**config.mk**
```make
export PLATFORM = sky130hd
export DESIGN_NAME = battery_gauge_smoother_unit
export DESIGN_NICKNAME = d
export VERILOG_FILES = /design/src/hdl/bgs_pkg.sv /design/src/hdl/battery_gauge_smoother_unit.sv
export SDC_FILE = /design/constraint.sdc
export NUM_CORES = 1
export LEC_CHECK = 0
export BUFFER_PORTS_ARGS = -buffer_cell sky130_fd_sc_hd__buf_2
export CORE_MARGIN = 5
export CORE_UTILIZATION = 30
export DETAILED_ROUTE_END_ITERATION = 7
export GPL_TIMING_DRIVEN = 0
export PLACE_DENSITY = 0.45
export SYNTH_ARGS = -nofsm -noshare
export SYNTH_HDL_FRONTEND = slang
export SYNTH_SLANG_ARGS = --single-unit
```
**constraint.sdc**
```tcl
create_clock -name i_clk -period 7.65 [get_ports i_clk]
set_clock_uncertainty 0.05 [all_clocks]
set_input_delay 1.53 -clock i_clk [delete_from_list [all_inputs] [get_ports i_clk]]
set_output_delay 1.53 -clock i_clk [all_outputs]
set_load 0.1 [all_outputs]
```
**src/hdl/bgs_pkg.sv**
```systemverilog
`timescale 1ns / 1ps
`default_nettype none
// ----------------------------------------------------------------------------
// bgs_pkg
// shared types and constants of the battery gauge smoother
// ----------------------------------------------------------------------------
package bgs_pkg;

    localparam int TablePoints = 11;

    localparam logic [6:0] ChgLowVal  = 7'd30;
    localparam logic [6:0] ChgFairVal = 7'd65;
    localparam logic [6:0] ChgHighVal = 7'd85;

    localparam logic [2:0] CfgConfirm  = 3'd0;
    localparam logic [2:0] CfgJumpThr  = 3'd1;
    localparam logic [2:0] CfgJumpTol  = 3'd2;
    localparam logic [2:0] CfgEmpty    = 3'd3;
    localparam logic [2:0] CfgLow      = 3'd4;
    localparam logic [2:0] CfgNormal   = 3'd5;
    localparam logic [2:0] CfgFair     = 3'd6;
    localparam logic [2:0] CfgHigh     = 3'd7;

    typedef enum logic [2:0] {
        t_idle,
        t_sort,
        t_seg,
        t_div,
        t_smooth,
        t_out
    } t_state;

    // table segment lower voltage, indexed by segment
    function automatic logic [12:0] volt_at(input logic [3:0] k);
        case (k)
            4'd0:    volt_at = 13'd3000;
            4'd1:    volt_at = 13'd3300;
            4'd2:    volt_at = 13'd3500;
            4'd3:    volt_at = 13'd3600;
            4'd4:    volt_at = 13'd3700;
            4'd5:    volt_at = 13'd3800;
            4'd6:    volt_at = 13'd3900;
            4'd7:    volt_at = 13'd4000;
            4'd8:    volt_at = 13'd4100;
            4'd9:    volt_at = 13'd4150;
            default: volt_at = 13'd4200;
        endcase
    endfunction

endpackage
`default_nettype wire

```
**src/hdl/battery_gauge_smoother_unit.sv**
```systemverilog
`timescale 1ns / 1ps
`default_nettype none
// ----------------------------------------------------------------------------
// battery_gauge_smoother_unit
// battery percent from three voltage samples with step and jump smoothing
// ----------------------------------------------------------------------------
// usage
//  - input item on s_axis: tdata holds sample_a, sample_b, sample_c
//    (12 bits each); tuser holds charger_present
//  - result item on m_axis: tdata holds raw_percent, shown_percent,
//    battery_class, charge_class, class_changed, cut_charge_request;
//    tuser holds measured
//  - config: write enable, index 0..7, 7-bit data, only while idle
// timing
//  - one item at a time; a measured item passes from accept to the next
//    accept through the median pick, the table segment walk, the
//    bit-serial restoring divide of the interpolation, smoothing, the
//    result register and idle
//  - a reading below or above the table skips the divide
//  - a skipped charging item goes from accept straight to the result register
//  - the result register holds until taken; s_axis_tready is low until
//    the held result is accepted
// reset
//  - registers return to their reset values, first reading pending
// ----------------------------------------------------------------------------
module battery_gauge_smoother_unit (
    input  wire         i_clk,
    input  wire         i_rst_n,
    input  wire         s_axis_tvalid,
    output logic        s_axis_tready,
    // sample_a[11:0], sample_b[23:12], sample_c[35:24], zero fill
    input  wire  [39:0] s_axis_tdata,
    // charger_present
    input  wire         s_axis_tuser,
    output logic        m_axis_tvalid,
    input  wire         m_axis_tready,
    // raw_percent[6:0], shown_percent[13:7], battery_class[16:14],
    // charge_class[18:17], class_changed[19], cut_charge_request[20]
    output logic [23:0] m_axis_tdata,
    // measured
    output logic        m_axis_tuser,
    input  wire         i_cfg_we,
    input  wire  [2:0]  i_cfg_idx,
    input  wire  [6:0]  i_cfg_data
);

    // config registers
    logic [3:0] r_confirm;
    logic [6:0] r_thr, r_tol, r_lim0, r_lim1, r_lim2, r_lim3, r_lim4;

    always_ff @(posedge i_clk) begin
        if (!i_rst_n) begin
            r_confirm <= 4'd3; r_thr <= 7'd5; r_tol <= 7'd1;
            r_lim0 <= 7'd5; r_lim1 <= 7'd30; r_lim2 <= 7'd45;
            r_lim3 <= 7'd65; r_lim4 <= 7'd85;
        end else if (i_cfg_we) begin
            unique case (i_cfg_idx)
                bgs_pkg::CfgConfirm: r_confirm <= i_cfg_data[3:0];
                bgs_pkg::CfgJumpThr: r_thr  <= i_cfg_data;
                bgs_pkg::CfgJumpTol: r_tol  <= i_cfg_data;
                bgs_pkg::CfgEmpty:   r_lim0 <= i_cfg_data;
                bgs_pkg::CfgLow:     r_lim1 <= i_cfg_data;
                bgs_pkg::CfgNormal:  r_lim2 <= i_cfg_data;
                bgs_pkg::CfgFair:    r_lim3 <= i_cfg_data;
                bgs_pkg::CfgHigh:    r_lim4 <= i_cfg_data;
            endcase
        end
    end

    bgs_pkg::t_state r_state, n_state;
    logic [11:0] r_a, r_b, r_c;
    logic        r_chg;
    logic [1:0]  r_cnt;
    logic [3:0]  r_seg;
    logic [12:0] r_mv;
    logic [8:0]  r_rem;    // partial remainder of the divide
    logic [6:0]  r_quo;
    logic [8:0]  r_div;
    logic [3:0]  r_bit;
    logic [6:0]  r_pct;
    // smoothing state
    logic [6:0]  r_shown, r_jval;
    logic [3:0]  r_ccnt;
    logic        r_jpend, r_first, r_skip;
    logic [2:0]  r_last, r_blev;
    logic [1:0]  r_clev;
    logic        r_changed, r_cut, r_meas;

    // median pick: one compare per cycle
    logic [11:0] w_lo, w_hi;
    always_comb begin
        w_lo = (r_a < r_b) ? r_a : r_b;
        w_hi = (r_a < r_b) ? r_b : r_a;
    end

    // segment walk
    logic [12:0] w_vk, w_vk1, w_span, w_off, w_dvd;
    logic [3:0]  w_seg1;
    always_comb begin
        w_seg1 = r_seg + 4'd1;
        w_vk   = bgs_pkg::volt_at(r_seg);
        w_vk1  = bgs_pkg::volt_at(w_seg1);
        w_span = w_vk1 - w_vk;
        w_off  = r_mv - w_vk;
        // 10 * (mv - vk), at most 3000
        w_dvd  = {w_off[9:0], 3'd0} + {w_off[11:0], 1'b0};
    end

    // restoring divide step: 10*(mv-vk) / span, quotient at most 10
    logic [10:0] w_trial;
    always_comb w_trial = {1'b0, r_rem, r_mv[12]} - {2'd0, r_div};

    // smoothing of one reading
    logic [6:0] w_s0, w_s1, w_s2, w_dj, w_dv, w_jv;
    logic [3:0] w_c1, w_c2;
    logic       w_move, w_jp;
    logic [2:0] w_cls;
    logic [1:0] w_clev;
    always_comb begin
        w_s0 = r_first ? r_pct : r_shown;
        w_move = (!r_chg && r_pct < w_s0) || (r_chg && r_pct > w_s0);
        w_c1 = r_first ? 4'd0 : r_ccnt;
        w_c1 = w_c1 + 4'd1;
        w_s1 = w_s0;
        w_c2 = 4'd0;
        if (w_move) begin
            if (w_c1 >= r_confirm) begin
                w_c2 = 4'd0;
                w_s1 = r_chg ? w_s0 + 7'd1 : w_s0 - 7'd1;
            end else begin
                w_c2 = w_c1;
            end
        end
        w_dv = (r_pct > w_s1) ? r_pct - w_s1 : w_s1 - r_pct;
        w_dj = (r_pct > r_jval) ? r_pct - r_jval : r_jval - r_pct;
        w_s2 = w_s1; w_jv = r_jval; w_jp = 1'b0;
        if (w_dv >= r_thr) begin
            if (r_jpend && w_dj <= r_tol) begin
                w_s2 = r_pct;
            end else begin
                w_jv = r_pct; w_jp = 1'b1;
            end
        end
        if (w_s2 <= r_lim0) w_cls = 3'd0;
        else if (w_s2 <= r_lim1) w_cls = 3'd1;
        else if (w_s2 <= r_lim2) w_cls = 3'd2;
        else if (w_s2 <= r_lim3) w_cls = 3'd3;
        else if (w_s2 <= r_lim4) w_cls = 3'd4;
        else w_cls = 3'd5;
        w_clev = r_clev;
        if (r_chg) begin
            if (w_s2 <= bgs_pkg::ChgLowVal) w_clev = 2'd0;
            else if (w_s2 <= bgs_pkg::ChgFairVal) w_clev = 2'd1;
            else if (w_s2 <= bgs_pkg::ChgHighVal) w_clev = 2'd2;
            else w_clev = 2'd3;
        end
    end

    // next state
    logic w_acc;
    assign w_acc = s_axis_tvalid && s_axis_tready;
    always_comb begin
        n_state = r_state;
        unique case (r_state)
            bgs_pkg::t_idle:   if (w_acc) n_state = (s_axis_tuser && r_skip) ?
                                   bgs_pkg::t_out : bgs_pkg::t_sort;
            bgs_pkg::t_sort:   if (r_cnt == 2'd2) n_state = bgs_pkg::t_seg;
            bgs_pkg::t_seg:    if (r_mv < bgs_pkg::volt_at(4'd0) ||
                                   r_mv > bgs_pkg::volt_at(4'd10))
                                   n_state = bgs_pkg::t_smooth;
                               else if (r_mv <= w_vk1 ||
                                   r_seg == 4'(bgs_pkg::TablePoints - 2))
                                   n_state = bgs_pkg::t_div;
            bgs_pkg::t_div:    if (r_bit == 4'd0) n_state = bgs_pkg::t_smooth;
            bgs_pkg::t_smooth: n_state = bgs_pkg::t_out;
            default:           if (m_axis_tready) n_state = bgs_pkg::t_idle;
        endcase
    end

    // outputs
    always_comb begin
        s_axis_tready = (r_state == bgs_pkg::t_idle);
        m_axis_tvalid = (r_state == bgs_pkg::t_out);
        m_axis_tuser  = r_meas;
        m_axis_tdata  = {3'd0, r_cut, r_changed, r_clev, r_blev, r_shown,
                         r_meas ? r_pct : 7'd0};
    end

    always_ff @(posedge i_clk) begin
        if (!i_rst_n) begin
            r_state <= bgs_pkg::t_idle;
            r_shown <= 7'd0; r_ccnt <= 4'd0; r_jval <= 7'd0;
            r_jpend <= 1'b0; r_first <= 1'b1; r_skip <= 1'b0;
            r_last <= 3'd7; r_blev <= 3'd0; r_clev <= 2'd0;
            r_meas <= 1'b0; r_changed <= 1'b0; r_cut <= 1'b0;
            r_rem <= 9'd0;
        end else begin
            r_state <= n_state;
            unique case (r_state)
                bgs_pkg::t_idle: if (w_acc) begin
                    r_a <= s_axis_tdata[11:0];
                    r_b <= s_axis_tdata[23:12];
                    r_c <= s_axis_tdata[35:24];
                    r_chg <= s_axis_tuser;
                    r_cnt <= 2'd0;
                    r_seg <= 4'd0;
                    if (s_axis_tuser && r_skip) begin
                        r_skip <= 1'b0; r_meas <= 1'b0;
                        r_changed <= 1'b0; r_cut <= 1'b0;
                    end else begin
                        r_skip <= s_axis_tuser;
                    end
                end
                bgs_pkg::t_sort: begin
                    // high of a and b, then low of that and c, then high of
                    // that and the low of a and b gives the median
                    r_cnt <= r_cnt + 2'd1;
                    if (r_cnt == 2'd0) begin
                        r_a <= w_hi; r_b <= r_c; r_c <= w_lo;
                    end else if (r_cnt == 2'd1) begin
                        r_a <= w_lo; r_b <= r_c;
                    end else begin
                        r_mv <= {w_hi, 1'b0};
                    end
                end
                bgs_pkg::t_seg: begin
                    if (r_mv < bgs_pkg::volt_at(4'd0)) r_pct <= 7'd0;
                    else if (r_mv > bgs_pkg::volt_at(4'd10)) r_pct <= 7'd100;
                    else if (r_mv <= w_vk1 ||
                             r_seg == 4'(bgs_pkg::TablePoints - 2)) begin
                        r_rem <= 9'd0;
                        r_quo <= 7'd0;
                        r_div <= w_span[8:0];
                        r_bit <= 4'd12;
                        // dividend 10*(mv-vk) shifts out of r_mv msb first
                        r_mv  <= w_dvd;
                        r_pct <= 7'({r_seg, 3'd0} + {r_seg, 1'b0});
                    end else begin
                        r_seg <= w_seg1;
                    end
                end
                bgs_pkg::t_div: begin
                    r_bit <= r_bit - 4'd1;
                    r_mv  <= {r_mv[11:0], 1'b0};
                    if (!w_trial[10]) begin
                        r_rem <= w_trial[8:0];
                        r_quo <= {r_quo[5:0], 1'b1};
                    end else begin
                        r_rem <= {r_rem[7:0], r_mv[12]};
                        r_quo <= {r_quo[5:0], 1'b0};
                    end
                    // last quotient bit: add the fraction to the segment base
                    if (r_bit == 4'd0)
                        r_pct <= r_pct + {r_quo[5:0], ~w_trial[10]};
                end
                bgs_pkg::t_smooth: begin
                    r_first <= 1'b0;
                    r_shown <= w_s2; r_ccnt <= w_c2;
                    r_jval <= w_jv; r_jpend <= w_jp;
                    r_blev <= w_cls; r_last <= w_cls;
                    r_changed <= (w_cls != r_last);
                    r_clev <= w_clev;
                    r_cut <= r_chg && (w_clev > 2'd1);
                    r_meas <= 1'b1;
                end
                default: ;
            endcase
        end
    end

endmodule
`default_nettype wire

```
======== After elaboration in Yosys (flattened, before gate mapping) ========
Memories as Yosys holds them, arrays and structs flattened. A register that Yosys moved wholly into a read port is not among the register bits.
Cells that the tools add are included.
word-level totals
  input bits .............................. 56
  word-level logic and storage cells ...... 230
  memories kept ........................... 2
  bits in read-only memories .............. 384
  register bits after elaboration ......... 179
  output and inout port bits .............. 27
operators by class
  bitwise gates (word level) .............. 4
  mux-type cells .......................... 83
  equal/unequal tests ..................... 30
  reduce and logical (&&, ||, !) cells .... 42
  $lt $le $gt $ge ......................... 20
  $add $sub $neg .......................... 16
memories
  name              depth  bits a word  read ports  clocked after memory_dff  write ports  line           source
  (name not given)  16     12           1           1                         0            bgs_pkg.sv:35  case (k)
  (name not given)  16     12           1           0                         0            bgs_pkg.sv:35
operator list
  operator                                               number
  two-way mux 12 bit                                     10
  two-way mux 7 bit                                      13
  case mux 12 bit (2 select lines)                       3
  two-way mux 13 bit                                     5
  two-way mux 4 bit                                      11
  less-or-equal comparator 7 bit                         6
  case mux 13 bit (3 select lines)                       1
  two-way mux 9 bit                                      4
  two-way mux 3 bit                                      11
  subtractor 7 bit                                       4
  greater-than comparator 7 bit                          3
  equality test 3 bit, second input constant             6
  two-way mux 6 bit                                      3
  != test 2 bit, second input constant                   9
  case mux 9 bit (2 select lines)                        1
  AND reduction 2 bit                                    9
  case mux 4 bit (2 select lines)                        2
  AND reduction 4 bit                                    4
  case mux 3 bit (5 select lines)                        1
  AND reduction 5 bit                                    3
  less-or-equal comparator 7 bit, second input constant  2
  case mux 7 bit (2 select lines)                        1
  adder 13 bit                                           1
  greater-than comparator 13 bit, second input constant  1
  other kinds (45)                                       81

======== Longest topological paths before layout ========
  depth in word-level cells ............... 17
  mapped depth ............................ 38
  gate-level depth less buffers ........... 37

======== Worst setup path before layout ========
Ideal clock, no wire load.
  path kind ............................... flip-flop to flip-flop
  start ................................... register r_shown[2]
  end ..................................... register r_changed
  slack ................................... -448 ps
  data required time ...................... 7480 ps
  setup time .............................. 120 ps
  path buffers ............................ 1
  arrival time ............................ 7928 ps
  stages on the path, launching flop included .. 33
  cell sequence ........................... dfxtp_1 mux2i_1 ha_1 a21oi_1 a21o_1 nand3_1 a21boi_4 mux2_4 ha_1 clkbuf_1 a21oi_1 o22ai_1 a21o_1 a21oi_1 a41oi_2 mux2i_1 xnor2_1 ha_1 nand2_1 o21ai_0 nand4_1 a31o_2 nor2_1 mux2i_1 ha_1 nand2_1 o21ai_0 maj3_2 o311ai_1 nor2_1 o22a_2 and3_1 o31a_1
on the way
  word-level cells in the longest chain between the ends .. 17
  elaborated cells on any way between the ends .. 30
  those cells by class .................... 4 x add/sub; 9 x order compare; 1 x eq/ne; 13 x mux; 3 x reduce/logical
ends and longest elaborated chain
  item                                                               line                                                                    source
  start, declared                                                    battery_gauge_smoother_unit.sv:82                                       logic [6:0] r_shown, r_jval;
  start signal, assigned                                             battery_gauge_smoother_unit.sv:258                                      r_shown <= w_s2; r_ccnt <= w_c2;
  two-way mux 7 bit *                                                battery_gauge_smoother_unit.sv:120                                      w_s0 = r_first ? r_pct : r_shown;
  subtractor 7 x 1 -> 7 bit (tied with other cells)                  battery_gauge_smoother_unit.sv:129                                      w_s1 = r_chg ? w_s0 + 7'd1 : w_s0 - 7'd1;
  two-way mux 7 bit or logical AND 1 bit (tied branches)             battery_gauge_smoother_unit.sv:129, battery_gauge_smoother_unit.sv:121
  two-way mux 7 bit or logical OR 1 bit (tied branches)              battery_gauge_smoother_unit.sv:127, battery_gauge_smoother_unit.sv:121
  two-way mux 7 bit *                                                battery_gauge_smoother_unit.sv:126                                      if (w_move) begin
  subtractor 7 bit or greater-than comparator 7 bit (tied branches)  battery_gauge_smoother_unit.sv:134                                      w_dv = (r_pct > w_s1) ? r_pct - w_s1 : w_s1 - r_pct;
  two-way mux 7 bit                                                  battery_gauge_smoother_unit.sv:134
  greater-or-equal comparator 7 bit                                  battery_gauge_smoother_unit.sv:137                                      if (w_dv >= r_thr) begin
  two-way mux 7 bit *                                                battery_gauge_smoother_unit.sv:137
  less-or-equal comparator 7 bit                                     battery_gauge_smoother_unit.sv:148                                      else if (w_s2 <= r_lim4) w_cls = 3'd4;
  two-way mux 1 bit                                                  battery_gauge_smoother_unit.sv:148
  two-way mux 3 bit                                                  battery_gauge_smoother_unit.sv:147                                      else if (w_s2 <= r_lim3) w_cls = 3'd3;
  two-way mux 3 bit                                                  battery_gauge_smoother_unit.sv:146                                      else if (w_s2 <= r_lim2) w_cls = 3'd2;
  two-way mux 3 bit                                                  battery_gauge_smoother_unit.sv:145                                      else if (w_s2 <= r_lim1) w_cls = 3'd1;
  two-way mux 3 bit *                                                battery_gauge_smoother_unit.sv:144                                      if (w_s2 <= r_lim0) w_cls = 3'd0;
  != test 3 bit *                                                    battery_gauge_smoother_unit.sv:261                                      r_changed <= (w_cls != r_last);
  case mux 1 bit (2 select lines) *                                  battery_gauge_smoother_unit.sv:199                                      unique case (r_state)
  end signal, assigned                                               battery_gauge_smoother_unit.sv:261
  end, declared                                                      battery_gauge_smoother_unit.sv:87                                       logic r_changed, r_cut, r_meas;
Mark *: on every way between the ends. The rest lies on a longest branch, timed or not.
A chain may end at the register's enable or synchronous reset.

======== Worst setup path after layout ========
  start ................................... register r_first
  end ..................................... register r_changed
on the way
  word-level cells in the longest chain between the ends .. 17
  elaborated cells on any way between the ends .. 33
  those cells by class .................... 5 x add/sub; 10 x order compare; 1 x eq/ne; 14 x mux; 3 x reduce/logical
ends and longest elaborated chain
  item                                                               line                                                                    source
  start, declared                                                    battery_gauge_smoother_unit.sv:84                                       logic r_jpend, r_first, r_skip;
  start signal, assigned                                             battery_gauge_smoother_unit.sv:193                                      r_jpend <= 1'b0; r_first <= 1'b1; r_skip <= 1'b0;
  start signal, assigned                                             battery_gauge_smoother_unit.sv:257                                      r_first <= 1'b0;
  two-way mux 4 bit or two-way mux 7 bit (tied branches)             battery_gauge_smoother_unit.sv:122, battery_gauge_smoother_unit.sv:120
  adder 4 x 1 -> 4 bit (tied with other cells)                       battery_gauge_smoother_unit.sv:123                                      w_c1 = w_c1 + 4'd1;
  greater-or-equal comparator 4 bit (tied with other cells)          battery_gauge_smoother_unit.sv:127                                      if (w_c1 >= r_confirm) begin
  two-way mux 7 bit or logical OR 1 bit (tied branches)              battery_gauge_smoother_unit.sv:127, battery_gauge_smoother_unit.sv:121
  two-way mux 7 bit *                                                battery_gauge_smoother_unit.sv:126
  subtractor 7 bit or greater-than comparator 7 bit (tied branches)  battery_gauge_smoother_unit.sv:134
  two-way mux 7 bit                                                  battery_gauge_smoother_unit.sv:134
  greater-or-equal comparator 7 bit                                  battery_gauge_smoother_unit.sv:137
  [1 not listed]                                                     n/a
  net w_s2[1]                                                        battery_gauge_smoother_unit.sv:114                                      logic [6:0] w_s0, w_s1, w_s2, w_dj, w_dv, w_jv;
  less-or-equal comparator 7 bit                                     battery_gauge_smoother_unit.sv:148
  two-way mux 1 bit                                                  battery_gauge_smoother_unit.sv:148
  two-way mux 3 bit                                                  battery_gauge_smoother_unit.sv:147
  two-way mux 3 bit                                                  battery_gauge_smoother_unit.sv:146
  two-way mux 3 bit                                                  battery_gauge_smoother_unit.sv:145
  two-way mux 3 bit *                                                battery_gauge_smoother_unit.sv:144
  != test 3 bit *                                                    battery_gauge_smoother_unit.sv:261
  case mux 1 bit (2 select lines) *                                  battery_gauge_smoother_unit.sv:199
The timed path passes the listed nets; every way through them passes the cells marked *.

==> impl_metrics.py <==
metrics = {
    "run_status": {
        "outcome": "complete, no violations",
    },
    "worst_setup_path": {
        "crit_path_start": "r_first",
        "end_kind": "register",
        "critPathMaxFanout": 6,
        "arrival_ns": 7.99,
        "critPathBufInv": 5,
        "worst_path_max_delay_cell": "dfxtp_4",
        "cp_slowest_stage_delay_ns": 0.39,
        "crit_path_frequent_cell": "a21o_1",
        "crit_type": "reg -> reg",
        "r2r-start": "r_first",
        "required_ns": 8.00,
        "cp-start-kind": "register",
        "path_delay_family": "compound AO/OA/AOI/OAI gates",
    },
    "synthesis": {
        "synth.cell_area_sq_mm": 0.0136,
        "seq_area_frac_synth_pct": 33.5,
        "yosys.area.top_type": "edfxtp_1",
        "yosysWarnings": 0,
        "synth.distinct_cells": 83,
        "postSynthCellCount": 1534,
        "synth_area_leaders": "edfxtp_1 (18%), dfxtp_1 (16%), ha_1 (15%)",
        "synth_area_per_cell_sq_um": 8.87,
        "async_reset_ff_share_pct": 0,
        "synthFlopType": "dfxtp_1",
        "synth_edf_count": 80,
        "ys_ff_latch": 188,
        "synth.top_cell.area_share_pct": 17.7,
    },
    "detailed_routing": {
        "antenna_left": 0,
        "wl_microns": 42100,
        "drt-wirelength-per-cell_microns": 18.2,
        "drt_iter0_drc": 647,
        "viasPerCell": 4.87,
        "first_pass_iters": 5,
        "vias": 11200,
        "drc_errors": 0,
    },
    "sta": {
        "relSlewSlack_pct": 16.3,
        "fmax_ghz": 0.131,
        "hold_violations": 0,
        "slew_violations": 0,
        "fin_crit_sh_pct": 99.9,
        "tightest_slew_ns": 1.26,
        "rsz0062_at_grt": "yes",
        "setup_viol": 0,
        "period_minus_slack_ns": 7.64,
        "hold_slack_ns": 0.407,
    },
    "clock_network": {
        "cts_buffers": 17,
        "clockRootBuffer": "clkbuf_16",
        "cts_tree": "built",
        "cts_hold_buf": 0,
        "clock_latency_ns": 0.50,
        "cts.sinks": 188,
        "htreeDepth": 4,
        "cts_max_path_buffers": 2,
        "cts.clk_slew.worst_paths_ns": 0.08,
    },
    "place": {
        "dpl.hpwl_microns": 30100,
        "portBuffers": 70,
        "place_area_sq_mm": 0.0148,
        "gp_congestion": 0.813,
    },
    "floorplan": {
        "start_util_pct": 30.2,
        "fp.dieW_microns": 223,
        "core_sq_mm": 0.0451,
        "pin_count": 83,
        "row_count": 78,
        "die_h_microns": 223,
        "die_area_sq_mm": 0.0497,
    },
    "hold_path": {
        "min-delay-start": "r_lim4[5]",
        "hold_class": "reg -> reg",
    },
    "run": {
        "drv_cap": 0,
    },
    "final_layout": {
        "final_cell_mix": "nand2_1 (161), ha_1 (146), inv_1 (136)",
        "final_common_cell": "nand2_1",
        "fillers": 4636,
        "multi_input_area_sq_mm": 0.00882,
        "drive_above_1_share_pct": 19.0,
        "register_area_sq_mm": 0.00458,
        "antenna_cells": 0,
        "area_growth_pct": 21.5,
        "finish.instance_area_sq_mm": 0.0165,
        "final_nets": 1921,
    },
    "grt": {
        "track_usage_pct": 16.6,
        "grt_max_degree": 25,
        "antenna_found_initial": 1,
        "grt_first_pass_wirelength_microns": 63700,
        "grt_pass1_vias": 11000,
        "overflow": 0,
    },
    "pwr": {
        "p_leak_uw": 0.00707,
        "max-vdd-ir-drop_mv": 0.262,
        "power-per-cell-area_mw_per_mm2": 360,
    },
}
[where the power goes]
| group | internal, uW | switching [uW] |
|---|---|---|
| Combinational | 1470 | 2120 |
| Clock | 469 | 475 |
| Sequential | 1280 | 135 |
| Total | 3220 | 2730 |
[Yosys cell counts (all sizes together), types with 5 or more instances]
library cell and number:
nand2b 18, a21boi 7, o22ai 6, o21a 7
ha 159, nor3 23, nor2b 24, and3 14
inv 146, o211ai 15, dfxtp 108, a21o 45
nand2 164, o21bai 15, edfxtp 80, nor2 115
fa 11, xnor2 42, maj3 7, clkbuf 44
a211oi 18, o21ai 71, mux2 21, mux2i 80
nor3b 6, a21oi 132, nand3 33, or2 5
nand4 9, and2 14, xor2 21, buf 19
a22oi 6
[kinds of logic (layout without fill, tap and decap cells)]
| family | count (synthesis) | count (layout) | synth area share, % |
|---|---|---|---|
| simple gates | 440 | 440 | 15.0 |
| xor+xnor | 63 | 63 | 4.06 |
| flops | 188 | 188 | 33.5 |
| buf+inv | 209 | 381 | 6.06 |
| mux | 101 | 101 | 7.68 |
| compound gates | 355 | 355 | 16.8 |
| fa+ha+maj | 177 | 177 | 16.8 |
| other cells | 1 | 3 | 0.0276 |
[per-stage QoR]
step	utilization [%]	power, uW	setup TNS, ns	instances	setup WS (ns)
finish	36.6	5950	0	2308	0.00778
CTS	35.2	5790	0	2276	0.00135
global placement	32.7	4600	-10.63	2206	-1.66
global route	36.6	6430	-0.659	2308	-0.245
floorplan	-	3850	0	1536	0.0914
detailed placement	32.7	4650	-8.99	2207	-1.51
[path summary, 6_finish.rpt]
path	to	slack (ns)	cells after the start
max reg2reg	r_changed	0.008	38
max	r_changed	0.008	38
min reg2reg	r_lim4[5]	0.41	2
min	r_lim4[5]	0.41	2
[registers in the layout, indices dropped and copies added (netlist names), 8 cells and up]
| name | count |
|---|---|
| r_rem | 9 |
| r_c | 12 |
| r_a | 12 |
| r_b | 12 |
| r_div | 8 |
| w_vk | 11 |
| r_mv | 12 |
[timing repair]
| item | CTS | global route |
|---|---|---|
| setup endpoints to repair | 8 | 8 |
| resized for setup | 46 | 82 |
| hold endpoints to repair | 0 | 0 |
| gates cloned | 0 | 1 |
| buffers inserted | 38 | 31 |
| pin swaps | 14 | 43 |
[per-layer routing]
metal | wire, microns | global-route usage [%] | vias to the layer above | part of all wire [%]
met5 | 0 | 0 | - | 0
met4 | 1260 | 6.25 | 0 | 3.0
met3 | 1320 | 2.75 | 52 | 3.1
met2 | 20100 | 27.7 | 172 | 48
met1 | 19400 | 21.4 | 5323 | 46
li1 | - | - | 5689 | -
[tightest hold or removal path, cell delays in order, from the launching register on]
cell and delay, ns:
dfxtp_1 0.32, nand2_1 0.05, a21oi_1 0.05
[layout make-up]
cell class                 count  share of cell area [%]
multi-input combinational   1139                    53.4
sequential                   188                    27.7
timing repair buffer         141                    5.64
tap                          600                    4.54
inverter                     146                    3.41
clock buffer                  19                    2.88
buffer                        62                    1.78
clock inverter                13                   0.697
(Power assumes the default switching activity.)
